**src/rtl/core/avg_pkg.sv**
```systemverilog
// Shared constants, types and helper functions of the arc vertex generator.
// Used by the CORDIC unit, the divider, the top level and the bench.
// No dependencies.
package avg_pkg;

  localparam int MAX_SEGMENTS = 64;
  localparam int SEG_W        = $clog2(MAX_SEGMENTS + 1);
  localparam int CNT_LIMIT    = MAX_SEGMENTS * 100;

  // Angles in units of 2^-16 degree.
  localparam int ANG_W     = 27;
  localparam int IN_ANG_W  = 26;
  localparam logic signed [ANG_W-1:0] ANG_FULL    = 27'sd23592960;
  localparam logic signed [ANG_W-1:0] ANG_HALF    = 27'sd11796480;
  localparam logic signed [ANG_W-1:0] ANG_QUARTER = 27'sd5898240;

  // CORDIC datapath.
  localparam int CRD_W        = 34;
  localparam int CORDIC_STEPS = 16;
  localparam logic signed [CRD_W-1:0] CORDIC_GAIN = 34'sd652032874;

  // Reciprocal of 100 in Q0.19, exact for products below the count limit.
  localparam logic [12:0] RECIP_100 = 13'd5243;

  typedef logic signed [17:0] factor_t;
  typedef logic signed [31:0] coord_t;

  // Arctangent of 2^-i in 2^-16 degree.
  function automatic logic signed [ANG_W-1:0] atan_lut(input logic [3:0] idx);
    logic signed [ANG_W-1:0] v;
    case (idx)
      4'd0:    v = 27'sd2949120;
      4'd1:    v = 27'sd1740967;
      4'd2:    v = 27'sd919879;
      4'd3:    v = 27'sd466945;
      4'd4:    v = 27'sd234379;
      4'd5:    v = 27'sd117304;
      4'd6:    v = 27'sd58666;
      4'd7:    v = 27'sd29335;
      4'd8:    v = 27'sd14668;
      4'd9:    v = 27'sd7334;
      4'd10:   v = 27'sd3667;
      4'd11:   v = 27'sd1833;
      4'd12:   v = 27'sd917;
      4'd13:   v = 27'sd458;
      4'd14:   v = 27'sd229;
      default: v = 27'sd115;
    endcase
    return v;
  endfunction

  // Round a Q.31 rotation sum back to Q16.16 and saturate to 32 bits.
  function automatic coord_t round_sat(input logic signed [51:0] acc);
    logic signed [52:0] t;
    coord_t res;
    t = {acc[51], acc} + 53'sd16384;
    t = t >>> 15;
    if (t > 53'sd2147483647) begin
      res = 32'sh7FFFFFFF;
    end else if (t < -53'sd2147483648) begin
      res = 32'sh80000000;
    end else begin
      res = t[31:0];
    end
    return res;
  endfunction

  // Offset a point by the radius and convert to 1/16 pixel, rounded.
  function automatic logic [15:0] to_pixel(input coord_t p, input logic [10:0] rad);
    logic signed [33:0] t;
    logic [15:0] res;
    t = {{2{p[31]}}, p} + $signed({7'b0, rad, 16'b0}) + 34'sd2048;
    if (t < 34'sd0) begin
      res = 16'd0;
    end else if (t[33:12] > 22'd65535) begin
      res = 16'hFFFF;
    end else begin
      res = t[27:12];
    end
    return res;
  endfunction

endpackage

```
**src/rtl/core/avg_in_if.sv**
```systemverilog
// Request channel of the arc vertex generator: valid/ready plus the request fields.
// No dependencies.
interface avg_in_if;
  logic       valid;
  logic       ready;
  logic [9:0] radius_a;
  logic [9:0] radius_b;
  logic [8:0] start_deg;
  logic [9:0] end_deg;

  modport source (output valid, radius_a, radius_b, start_deg, end_deg, input ready);
  modport sink   (input valid, radius_a, radius_b, start_deg, end_deg, output ready);
endinterface

```
**src/rtl/core/avg_out_if.sv**
```systemverilog
// Result channel of the arc vertex generator: valid/ready plus one vertex result.
// No dependencies.
interface avg_out_if;
  logic        valid;
  logic        ready;
  logic [15:0] vertex_x;
  logic [15:0] vertex_y;
  logic        vertex_valid;
  logic [14:0] origin_x;
  logic [14:0] origin_y;
  logic        is_arc;
  logic        last;

  modport source (output valid, vertex_x, vertex_y, vertex_valid, origin_x, origin_y,
                  is_arc, last, input ready);
  modport sink   (input valid, vertex_x, vertex_y, vertex_valid, origin_x, origin_y,
                  is_arc, last, output ready);
endinterface

```
**src/rtl/core/arc_vertex_generator_unit.sv**
```systemverilog
// Top level of the arc vertex generator: sequencer, shared multiplier, result register.
// Depends on avg_pkg, avg_in_if, avg_out_if, avg_cordic and avg_div.
//
// The block takes one request at a time and streams one result per vertex. Setup
// computes the vertex count with two products on the shared multiplier, runs the CORDIC
// for the start angle, forms the start point with two multiplies, runs a bit-serial
// division for the step angle and then a second CORDIC run. Each vertex then takes the
// four products of the rotation on the one 19 x 33 bit multiplier. A request with an
// empty sweep returns a single result. The next request is taken as soon as the last
// result sits in the output register.
module arc_vertex_generator_unit (
  input  logic clk,
  input  logic rst_n,
  avg_in_if.sink    in_req,
  avg_out_if.source out_res
);
  import avg_pkg::*;

  typedef enum logic [11:0] {
    S_IDLE = 12'b000000000001,
    S_MULP = 12'b000000000010,
    S_MULQ = 12'b000000000100,
    S_CNT  = 12'b000000001000,
    S_CS   = 12'b000000010000,
    S_PX   = 12'b000000100000,
    S_PY   = 12'b000001000000,
    S_PY2  = 12'b000010000000,
    S_DIV  = 12'b000100000000,
    S_CST  = 12'b001000000000,
    S_EMIT = 12'b010000000000,
    S_ROT  = 12'b100000000000
  } seq_state_t;

  seq_state_t         state_r;
  logic [10:0]        rad_r;
  logic signed [10:0] sweep_r;
  logic [8:0]         start_r;
  logic               arc_r;
  logic               big_r;
  logic               empty_r;
  logic [SEG_W-1:0]   cnt_r;
  logic [SEG_W-1:0]   left_r;
  coord_t             px_r, py_r;
  factor_t            sc_r, ss_r;
  logic [15:0]        peak_x_r, peak_y_r;
  logic signed [51:0] acc_r;
  logic signed [51:0] prod_r;
  logic [2:0]         ph_r;

  logic signed [18:0] mul_a;
  logic signed [32:0] mul_b;
  logic [SEG_W-1:0]   count_val;
  logic [15:0]        vx, vy, pkx_nxt, pky_nxt;
  logic               slot_free;
  logic               is_last;

  logic                cor_start, cor_done;
  logic [IN_ANG_W-1:0] cor_angle;
  factor_t             cor_cos, cor_sin;
  logic                div_start, div_done;
  logic [IN_ANG_W-1:0] div_q;

  avg_cordic u_cordic (
    .clk   (clk),
    .rst_n (rst_n),
    .start (cor_start),
    .angle (cor_angle),
    .done  (cor_done),
    .cos_o (cor_cos),
    .sin_o (cor_sin)
  );

  avg_div u_div (
    .clk      (clk),
    .rst_n    (rst_n),
    .start    (div_start),
    .dividend ({sweep_r[9:0], 16'b0}),
    .divisor  (cnt_r),
    .done     (div_done),
    .quotient (div_q)
  );

  assign in_req.ready = (state_r == S_IDLE);
  assign slot_free    = !out_res.valid || out_res.ready;
  assign is_last      = (left_r == SEG_W'(1));

  // Start the CORDIC on the start angle or on the step angle.
  assign cor_start = (state_r == S_CNT && count_val != '0) || (state_r == S_DIV && div_done);
  assign cor_angle = (state_r == S_DIV) ? div_q : IN_ANG_W'({start_r, 16'b0});
  assign div_start = (state_r == S_PY2);

  // Vertex count: zero for an empty sweep, saturated, or floor(product / 100) by reciprocal.
  assign count_val = (sweep_r <= 11'sd0) ? '0 :
                     big_r ? SEG_W'(MAX_SEGMENTS) : SEG_W'(prod_r[25:19]);

  // Pixel conversion and running peaks of the current vertex.
  assign vx      = to_pixel(px_r, rad_r);
  assign vy      = to_pixel(py_r, rad_r);
  assign pkx_nxt = (vx > peak_x_r) ? vx : peak_x_r;
  assign pky_nxt = (vy > peak_y_r) ? vy : peak_y_r;

  // Operand selection for the shared multiplier.
  always_comb begin
    mul_a = '0;
    mul_b = '0;
    case (state_r)
      S_MULP: begin
        mul_a = $signed({8'b0, rad_r});
        mul_b = 33'(sweep_r);
      end
      S_MULQ: begin
        mul_a = $signed({6'b0, RECIP_100});
        mul_b = $signed({20'b0, prod_r[12:0]});
      end
      S_PX: begin
        mul_a = 19'(cor_cos);
        mul_b = $signed({22'b0, rad_r});
      end
      S_PY: begin
        mul_a = 19'(cor_sin);
        mul_b = $signed({22'b0, rad_r});
      end
      S_ROT: begin
        case (ph_r)
          3'd0:    begin mul_a = 19'(sc_r); mul_b = 33'(px_r); end
          3'd1:    begin mul_a = 19'(ss_r); mul_b = 33'(py_r); end
          3'd2:    begin mul_a = 19'(ss_r); mul_b = 33'(px_r); end
          3'd3:    begin mul_a = 19'(sc_r); mul_b = 33'(py_r); end
          default: begin mul_a = '0; mul_b = '0; end
        endcase
      end
      default: begin
        mul_a = '0;
        mul_b = '0;
      end
    endcase
  end

  // Registered product of the shared multiplier.
  always_ff @(posedge clk) begin
    prod_r <= 52'(mul_a) * 52'(mul_b);
  end

  // Request sequencer and result register.
  always_ff @(posedge clk) begin
    if (!rst_n) begin
      state_r       <= S_IDLE;
      out_res.valid <= 1'b0;
    end else begin
      // The result register loads on an emit and empties once taken.
      if (state_r == S_EMIT && slot_free) begin
        out_res.valid <= 1'b1;
      end else if (out_res.ready) begin
        out_res.valid <= 1'b0;
      end
      unique case (state_r)
        S_IDLE: begin
          if (in_req.valid) begin
            state_r <= S_MULP;
          end
        end
        S_MULP: state_r <= S_MULQ;
        S_MULQ: state_r <= S_CNT;
        S_CNT:  state_r <= (count_val == '0) ? S_EMIT : S_CS;
        S_CS: begin
          if (cor_done) begin
            state_r <= S_PX;
          end
        end
        S_PX:  state_r <= S_PY;
        S_PY:  state_r <= S_PY2;
        S_PY2: state_r <= S_DIV;
        S_DIV: begin
          if (div_done) begin
            state_r <= S_CST;
          end
        end
        S_CST: begin
          if (cor_done) begin
            state_r <= S_EMIT;
          end
        end
        S_EMIT: begin
          if (slot_free) begin
            state_r <= (empty_r || is_last) ? S_IDLE : S_ROT;
          end
        end
        S_ROT: begin
          if (ph_r == 3'd5) begin
            state_r <= S_EMIT;
          end
        end
        default: state_r <= S_IDLE;
      endcase
    end

    // Datapath registers.
    case (state_r)
      S_IDLE: begin
        rad_r    <= {1'b0, in_req.radius_a} + {1'b0, in_req.radius_b};
        sweep_r  <= $signed({1'b0, in_req.end_deg}) - $signed({2'b0, in_req.start_deg});
        start_r  <= in_req.start_deg;
        arc_r    <= ({1'b0, in_req.end_deg} - {2'b0, in_req.start_deg}) != 11'd360;
        peak_x_r <= '0;
        peak_y_r <= '0;
      end
      S_MULQ: big_r <= (prod_r >= 52'(CNT_LIMIT));
      S_CNT: begin
        cnt_r   <= count_val;
        left_r  <= count_val;
        empty_r <= (count_val == '0);
      end
      S_PY:  px_r <= {prod_r[30:0], 1'b0};
      S_PY2: py_r <= {prod_r[30:0], 1'b0};
      S_CST: begin
        sc_r <= cor_cos;
        ss_r <= cor_sin;
      end
      S_EMIT: begin
        ph_r <= '0;
        if (slot_free) begin
          if (empty_r) begin
            out_res.vertex_x     <= '0;
            out_res.vertex_y     <= '0;
            out_res.vertex_valid <= 1'b0;
            out_res.origin_x     <= '0;
            out_res.origin_y     <= '0;
            out_res.is_arc       <= arc_r;
            out_res.last         <= 1'b1;
          end else begin
            out_res.vertex_x     <= vx;
            out_res.vertex_y     <= vy;
            out_res.vertex_valid <= 1'b1;
            out_res.origin_x     <= is_last ? pkx_nxt[15:1] : '0;
            out_res.origin_y     <= is_last ? pky_nxt[15:1] : '0;
            out_res.is_arc       <= is_last ? arc_r : 1'b0;
            out_res.last         <= is_last;
            peak_x_r             <= pkx_nxt;
            peak_y_r             <= pky_nxt;
            left_r               <= left_r - SEG_W'(1);
          end
        end
      end
      S_ROT: begin
        ph_r <= ph_r + 3'd1;
        case (ph_r)
          3'd1: acc_r <= prod_r;
          3'd2: acc_r <= acc_r - prod_r;
          3'd3: begin
            px_r  <= round_sat(acc_r);
            acc_r <= prod_r;
          end
          3'd4: acc_r <= acc_r + prod_r;
          3'd5: py_r  <= round_sat(acc_r);
          default: acc_r <= acc_r;
        endcase
      end
      default: ph_r <= ph_r;
    endcase
  end

endmodule

```
**src/rtl/core/avg_cordic.sv**
```systemverilog
// Iterative CORDIC sine/cosine unit, one micro-rotation per cycle.
// Depends on avg_pkg for angle constants and the arctangent table.
module avg_cordic (
  input  logic                          clk,
  input  logic                          rst_n,
  input  logic                          start,
  input  logic [avg_pkg::IN_ANG_W-1:0]  angle,
  output logic                          done,
  output avg_pkg::factor_t              cos_o,
  output avg_pkg::factor_t              sin_o
);
  import avg_pkg::*;

  typedef enum logic [4:0] {
    C_IDLE = 5'b00001,
    C_RED  = 5'b00010,
    C_FOLD = 5'b00100,
    C_ITER = 5'b01000,
    C_OUT  = 5'b10000
  } crd_state_t;

  crd_state_t              state_r, state_nxt;
  logic signed [ANG_W-1:0] ang_r, ang_nxt;
  logic signed [CRD_W-1:0] x_r, x_nxt, y_r, y_nxt;
  logic [3:0]              idx_r, idx_nxt;
  logic                    flip_r, flip_nxt;
  logic                    done_nxt;
  factor_t                 cos_nxt, sin_nxt;
  logic signed [ANG_W-1:0] ang_wrap;
  logic signed [CRD_W-1:0] x_sh, y_sh, x_fin, y_fin;
  logic signed [18:0]      x_rnd, y_rnd;

  // Clamp a rounded 19-bit value to [-1, 1] in Q2.15.
  function automatic factor_t clamp_f(input logic signed [18:0] v);
    factor_t r;
    if (v > 19'sd32768) begin
      r = 18'sd32768;
    end else if (v < -19'sd32768) begin
      r = -18'sd32768;
    end else begin
      r = v[17:0];
    end
    return r;
  endfunction

  assign x_sh     = x_r >>> idx_r;
  assign y_sh     = y_r >>> idx_r;
  assign ang_wrap = (ang_r > ANG_HALF) ? (ang_r - ANG_FULL) : ang_r;
  assign x_fin    = flip_r ? -x_r : x_r;
  assign y_fin    = flip_r ? -y_r : y_r;
  assign x_rnd    = 19'((x_fin + 34'sd16384) >>> 15);
  assign y_rnd    = 19'((y_fin + 34'sd16384) >>> 15);

  // Sequencer: reduce, fold into [-90, 90], iterate, round.
  always_comb begin
    state_nxt = state_r;
    ang_nxt   = ang_r;
    x_nxt     = x_r;
    y_nxt     = y_r;
    idx_nxt   = idx_r;
    flip_nxt  = flip_r;
    done_nxt  = 1'b0;
    cos_nxt   = cos_o;
    sin_nxt   = sin_o;
    unique case (state_r)
      C_IDLE: begin
        if (start) begin
          ang_nxt   = $signed({1'b0, angle});
          state_nxt = C_RED;
        end
      end
      C_RED: begin
        if (ang_r >= ANG_FULL) begin
          ang_nxt = ang_r - ANG_FULL;
        end else begin
          state_nxt = C_FOLD;
        end
      end
      C_FOLD: begin
        flip_nxt = 1'b0;
        ang_nxt  = ang_wrap;
        if (ang_wrap > ANG_QUARTER) begin
          ang_nxt  = ang_wrap - ANG_HALF;
          flip_nxt = 1'b1;
        end else if (ang_wrap < -ANG_QUARTER) begin
          ang_nxt  = ang_wrap + ANG_HALF;
          flip_nxt = 1'b1;
        end
        x_nxt     = CORDIC_GAIN;
        y_nxt     = '0;
        idx_nxt   = '0;
        state_nxt = C_ITER;
      end
      C_ITER: begin
        if (!ang_r[ANG_W-1]) begin
          x_nxt   = x_r - y_sh;
          y_nxt   = y_r + x_sh;
          ang_nxt = ang_r - atan_lut(idx_r);
        end else begin
          x_nxt   = x_r + y_sh;
          y_nxt   = y_r - x_sh;
          ang_nxt = ang_r + atan_lut(idx_r);
        end
        idx_nxt = idx_r + 4'd1;
        if (idx_r == 4'(CORDIC_STEPS - 1)) begin
          state_nxt = C_OUT;
        end
      end
      C_OUT: begin
        cos_nxt   = clamp_f(x_rnd);
        sin_nxt   = clamp_f(y_rnd);
        done_nxt  = 1'b1;
        state_nxt = C_IDLE;
      end
      default: state_nxt = C_IDLE;
    endcase
  end

  // Control state with reset, datapath without.
  always_ff @(posedge clk) begin
    if (!rst_n) begin
      state_r <= C_IDLE;
      done    <= 1'b0;
    end else begin
      state_r <= state_nxt;
      done    <= done_nxt;
    end
    ang_r  <= ang_nxt;
    x_r    <= x_nxt;
    y_r    <= y_nxt;
    idx_r  <= idx_nxt;
    flip_r <= flip_nxt;
    cos_o  <= cos_nxt;
    sin_o  <= sin_nxt;
  end

endmodule

```
**src/rtl/core/avg_div.sv**
```systemverilog
// Restoring divider for the step angle, one quotient bit per cycle.
// Depends on avg_pkg for the angle and count widths.
module avg_div (
  input  logic                          clk,
  input  logic                          rst_n,
  input  logic                          start,
  input  logic [avg_pkg::IN_ANG_W-1:0]  dividend,
  input  logic [avg_pkg::SEG_W-1:0]     divisor,
  output logic                          done,
  output logic [avg_pkg::IN_ANG_W-1:0]  quotient
);
  import avg_pkg::*;

  localparam int BIT_CNT_W = $clog2(IN_ANG_W);

  logic                 busy_r;
  logic [BIT_CNT_W-1:0] bit_r;
  logic [SEG_W-1:0]     rem_r;
  logic [SEG_W-1:0]     dvs_r;
  logic [SEG_W:0]       rem_sh;
  logic                 fits;
  logic                 final_bit;

  assign rem_sh    = {rem_r, quotient[IN_ANG_W-1]};
  assign fits      = rem_sh >= {1'b0, dvs_r};
  assign final_bit = busy_r && !start && (bit_r == BIT_CNT_W'(IN_ANG_W - 1));

  // Shift the dividend through the remainder, one bit a cycle.
  always_ff @(posedge clk) begin
    if (!rst_n) begin
      busy_r <= 1'b0;
      done   <= 1'b0;
    end else begin
      done <= final_bit;
      if (start) begin
        busy_r <= 1'b1;
      end else if (final_bit) begin
        busy_r <= 1'b0;
      end
    end
    if (start) begin
      quotient <= dividend;
      dvs_r    <= divisor;
      rem_r    <= '0;
      bit_r    <= '0;
    end else if (busy_r) begin
      rem_r    <= fits ? SEG_W'(rem_sh - {1'b0, dvs_r}) : rem_sh[SEG_W-1:0];
      quotient <= {quotient[IN_ANG_W-2:0], fits};
      bit_r    <= bit_r + BIT_CNT_W'(1);
    end
  end

endmodule

```
**src/flat_wrapper.sv**
```systemverilog
// flat-port wrapper written by rule: the top's interface ports become plain ports
module arc_vertex_generator_unit_flat import avg_pkg::*;
  (clk, rst_n, in_req_valid, in_req_radius_a, in_req_radius_b, in_req_start_deg, in_req_end_deg, in_req_ready, out_res_valid, out_res_vertex_x, out_res_vertex_y, out_res_vertex_valid, out_res_origin_x, out_res_origin_y, out_res_is_arc, out_res_last, out_res_ready);
  avg_in_if in_req_i ();
  avg_out_if out_res_i ();
  input  logic clk;
  input  logic rst_n;
  input wire logic [$bits(in_req_i.valid)-1:0] in_req_valid;
  input wire logic [$bits(in_req_i.radius_a)-1:0] in_req_radius_a;
  input wire logic [$bits(in_req_i.radius_b)-1:0] in_req_radius_b;
  input wire logic [$bits(in_req_i.start_deg)-1:0] in_req_start_deg;
  input wire logic [$bits(in_req_i.end_deg)-1:0] in_req_end_deg;
  output wire logic [$bits(in_req_i.ready)-1:0] in_req_ready;
  output wire logic [$bits(out_res_i.valid)-1:0] out_res_valid;
  output wire logic [$bits(out_res_i.vertex_x)-1:0] out_res_vertex_x;
  output wire logic [$bits(out_res_i.vertex_y)-1:0] out_res_vertex_y;
  output wire logic [$bits(out_res_i.vertex_valid)-1:0] out_res_vertex_valid;
  output wire logic [$bits(out_res_i.origin_x)-1:0] out_res_origin_x;
  output wire logic [$bits(out_res_i.origin_y)-1:0] out_res_origin_y;
  output wire logic [$bits(out_res_i.is_arc)-1:0] out_res_is_arc;
  output wire logic [$bits(out_res_i.last)-1:0] out_res_last;
  input wire logic [$bits(out_res_i.ready)-1:0] out_res_ready;
  assign in_req_i.valid = in_req_valid;
  assign in_req_i.radius_a = in_req_radius_a;
  assign in_req_i.radius_b = in_req_radius_b;
  assign in_req_i.start_deg = in_req_start_deg;
  assign in_req_i.end_deg = in_req_end_deg;
  assign in_req_ready = in_req_i.ready;
  assign out_res_valid = out_res_i.valid;
  assign out_res_vertex_x = out_res_i.vertex_x;
  assign out_res_vertex_y = out_res_i.vertex_y;
  assign out_res_vertex_valid = out_res_i.vertex_valid;
  assign out_res_origin_x = out_res_i.origin_x;
  assign out_res_origin_y = out_res_i.origin_y;
  assign out_res_is_arc = out_res_i.is_arc;
  assign out_res_last = out_res_i.last;
  assign out_res_i.ready = out_res_ready;
  arc_vertex_generator_unit u_core (.clk(clk), .rst_n(rst_n), .in_req(in_req_i), .out_res(out_res_i));
endmodule
```
**config.mk**
```make
export PLATFORM = sky130hd
export DESIGN_NAME = arc_vertex_generator_unit_flat
export DESIGN_NICKNAME = d
export VERILOG_FILES = /design/src/rtl/core/avg_pkg.sv /design/src/rtl/core/avg_in_if.sv /design/src/rtl/core/avg_out_if.sv /design/src/rtl/core/arc_vertex_generator_unit.sv /design/src/rtl/core/avg_cordic.sv /design/src/rtl/core/avg_div.sv /design/src/flat_wrapper.sv
export SDC_FILE = /design/constraint.sdc
export NUM_CORES = 2
export LEC_CHECK = 0
export BUFFER_PORTS_ARGS = -buffer_cell sky130_fd_sc_hd__buf_2
export CAP_MARGIN = 25
export CORE_ASPECT_RATIO = 1.25
export CORE_UTILIZATION = 54
export DETAILED_ROUTE_END_ITERATION = 6
export HOLD_SLACK_MARGIN = 0.15
export PLACE_DENSITY = 0.7
export REMOVE_ABC_BUFFERS = 1
export SYNTH_ARGS = -nofsm -noshare
export SYNTH_HDL_FRONTEND = slang
export SYNTH_SLANG_ARGS = --single-unit
export TNS_END_PERCENT = 20
```
**constraint.sdc**
```tcl
create_clock -name clk -period 11.2 [get_ports clk]
set_input_delay 2.24 -clock clk [delete_from_list [all_inputs] [get_ports clk]]
set_output_delay 2.24 -clock clk [all_outputs]
set_load 0.05 [all_outputs]
```
==> results.json <==
{
  "hold_buffers": 0,
  "critPathMaxFanout": 12,
  "postSynthAreaPerCell_um2": 9.10,
  "cp.arrival_ns": 11.01,
  "layout_common_cells": "803 x inv_1, 767 x nand2_1, 723 x nor2_1, 605 x fa_1, 453 x edfxtp_1",
  "grtUsageTotal": 0.325,
  "dp_hpwl_um": 153000,
  "drive_above_1_share": 0.0821,
  "critPathMaxStageDelay_ns": 0.82,
  "worstHoldStart": "u_core.cnt_r[5]",
  "cts_buffer_depth": 3,
  "crit_slowest_cell": "o21ai_0",
  "layout_commonest_cell": "inv_1",
  "path_class": "reg2reg",
  "place_ws_ns": 0.952,
  "drt-pass1-iter-count": 6,
  "core_mm2": 0.118,
  "cts_max_level": 3,
  "hold_viol_final": 0,
  "ys.flop_type": "edfxtp_1",
  "postCtsSetupBuffers": 0,
  "reg2reg_setup_slack_ns": 0.77,
  "cts_sinks": 576,
  "die_x_um": 310,
  "synth_cell_types": 107,
  "synthCells": 7056,
  "rr_worst_depth": 36,
  "cap_viol_max_count": 0,
  "die_h_um": 388,
  "holdPathStages": 0,
  "ios": 110,
  "leakagePower_nw": 30.7,
  "routed_wirelength_um": 194000,
  "dieArea_mm2": 0.120,
  "yosys_register_bits": 576,
  "setup_viol": 0,
  "synth_enable_flop_cells": 453,
  "grt_setup_unrepaired": "false",
  "cts_tree": "built",
  "worst_pin_slew_ns": 1.20,
  "drt_first_iter_violations": 4634,
  "antenna_found_initial": 3,
  "setup_ws_ns": 0.774,
  "grt_overflow": 0,
  "drc": 0,
  "fin_skew_ns": 0.0471,
  "vias": 52800,
  "io_buffers": 109,
  "slew_violations": 0,
  "worstPathRequired_ns": 11.78,
  "ys_seq_area_frac": 0.250,
  "fillers": 10300,
  "cp_common_cell": "inv_1",
  "clockRootBuffer": "clkbuf_16",
  "irDropWorstVdd_mv": 0.129,
  "async_flop_share": 0,
  "grt_max_degree": 75,
  "hp-class": "reg2reg",
  "clk_pin_slew_worst_paths_ns": 0.07,
  "r2r_end": "u_core.prod_r[50]",
  "power.density_mw_per_mm2": 127,
  "crit_path_end_kind": "register",
  "max_freq_mhz": 95.9,
  "ant_nets": 0,
  "r2r_start": "u_core.state_r[4]",
  "area_growth_pct": 7.97,
  "cts-resized-gates": 0,
  "clock_latency_ns": 0.69,
  "grt_pass1_vias": 52300,
  "maxSlewHeadroom": 0.201,
  "place.gp.congestion": 1.04,
  "grt_pass1_wl_um": 301000,
  "fin_tns_setup_ns": 0,
  "worstSetupStartpointType": "register",
  "syn_area_mm2": 0.0642,
  "cts_buffers": 68,
  "status": "complete, no violations",
  "fin_crit_sh": 0.931,
  "vias_per_cell": 6.07,
  "avgRoutedWirePerCell_um": 22.3,
  "yosysWarnings": 0,
  "start_util": 0.544,
  "holdPathEnd": "u_core.u_div.dvs_r[5]",
  "min_period_ns": 10.43,
  "whs_ns": 0.437,
  "final_nets": 8112,
  "rows": 141,
  "final_util": 0.588
}
kinds of logic (layout without fill, tap and decap cells):
group                    count (synthesis)  in the layout  synth area share
AND/OR/NAND/NOR                       2183           2183             0.156
AO/OA/AOI/OAI                         1463           1463             0.146
buffers and inverters                 1132           1201            0.0669
adder cells (fa/ha/maj)               1001           1001             0.266
flip-flops                             576            576             0.250
XOR/XNOR                               480            480            0.0655
multiplexers                           221            221            0.0504
other                                    0              3                 0
flip-flops by register name, summed over array words and instances (netlist names), 26 cells and up, named ones only:
register	count
u_core.u_cordic.y_r	34
u_core.u_div.quotient	26
u_core.py_r	32
u_core.acc_r	52
u_core.u_cordic.x_r	34
u_core.px_r	32
u_core.u_cordic.ang_r	27
u_core.prod_r	52
routing by layer:
layer	track usage	vias up	routed length [um]
li1	-	24200	-
met3	0.0520	550	14300
met4	0.187	2	13300
met5	0	-	13
met1	0.386	25800	71600
met2	0.556	2224	94800
where the power goes:
part	switching, W	leakage [nW]	internal (W)	total (W)
Clock	0.00107	1.19	0.00141	0.00247
Sequential	0.000206	5.28	0.00256	0.00277
Combinational	0.00215	24.2	0.00143	0.00358
cell type report:
class | instances | area [um2] | area share
sequential | 576 | 16100 | 0.232
tap | 1573 | 1970 | 0.0284
timing repair buffer | 266 | 1740 | 0.0251
clock buffer | 75 | 1790 | 0.0258
antenna | 3 | 7.51 | 0.000108
multi-input combinational | 5348 | 44000 | 0.635
clock inverter | 51 | 718 | 0.0104
inverter | 809 | 3040 | 0.0438
synthesized netlist by cell type (50+ instances only):
library cell,count,share of area
a21oi_1,420,0.033
nor2_1,724,0.042
nor3_1,101,0.0079
a211oi_1,50,0.0058
a21o_1,152,0.018
dfxtp_1,123,0.038
ha_1,395,0.077
xor2_1,188,0.026
nand2_1,767,0.045
nand3_1,102,0.0079
nand2b_1,53,0.0052
mux4_2,79,0.028
nand4_1,53,0.0052
xnor2_1,292,0.040
o21ai_0,324,0.025
edfxtp_1,453,0.21
and2_1,55,0.0054
inv_1,806,0.047
mux2i_1,112,0.017
and3_1,50,0.0049
fa_1,605,0.19
clkbuf_1,275,0.016
per-stage QoR:
step,power [W],cells,area [um2]
floorplan,0.00538,6733,63000
finish,0.00882,8701,69300
detailed placement,0.00630,8563,66800
CTS,0.00880,8689,69300
global placement,0.00624,8557,66700
global route,0.00930,8698,69300
worst max-delay path: cells and delay by family, from the launching register on:
family                   cells  cell delay, ns
AO/OA/AOI/OAI               11            4.37
XOR/XNOR                     1            0.15
adder cells (fa/ha/maj)      8            2.92
buffers and inverters        9            1.23
flip-flops                   1            0.34
AND/OR/NAND/NOR              7            1.30
worst max-delay path by stage:
stage,slack [ns],end,cells past startpoint,from
floorplan,-0.48,u_core.prod_r[50],30,u_core.ph_r[0]
global placement,1.07,u_core.prod_r[50],36,u_core.state_r[4]
detailed placement,0.95,u_core.prod_r[50],33,u_core.state_r[4]
CTS,0.88,u_core.prod_r[50],36,u_core.state_r[4]
global route,0.17,u_core.prod_r[50],36,u_core.state_r[4]
finish,0.77,u_core.prod_r[50],36,u_core.state_r[4]
No activity file was read; power rests on OpenSTA's default activity.
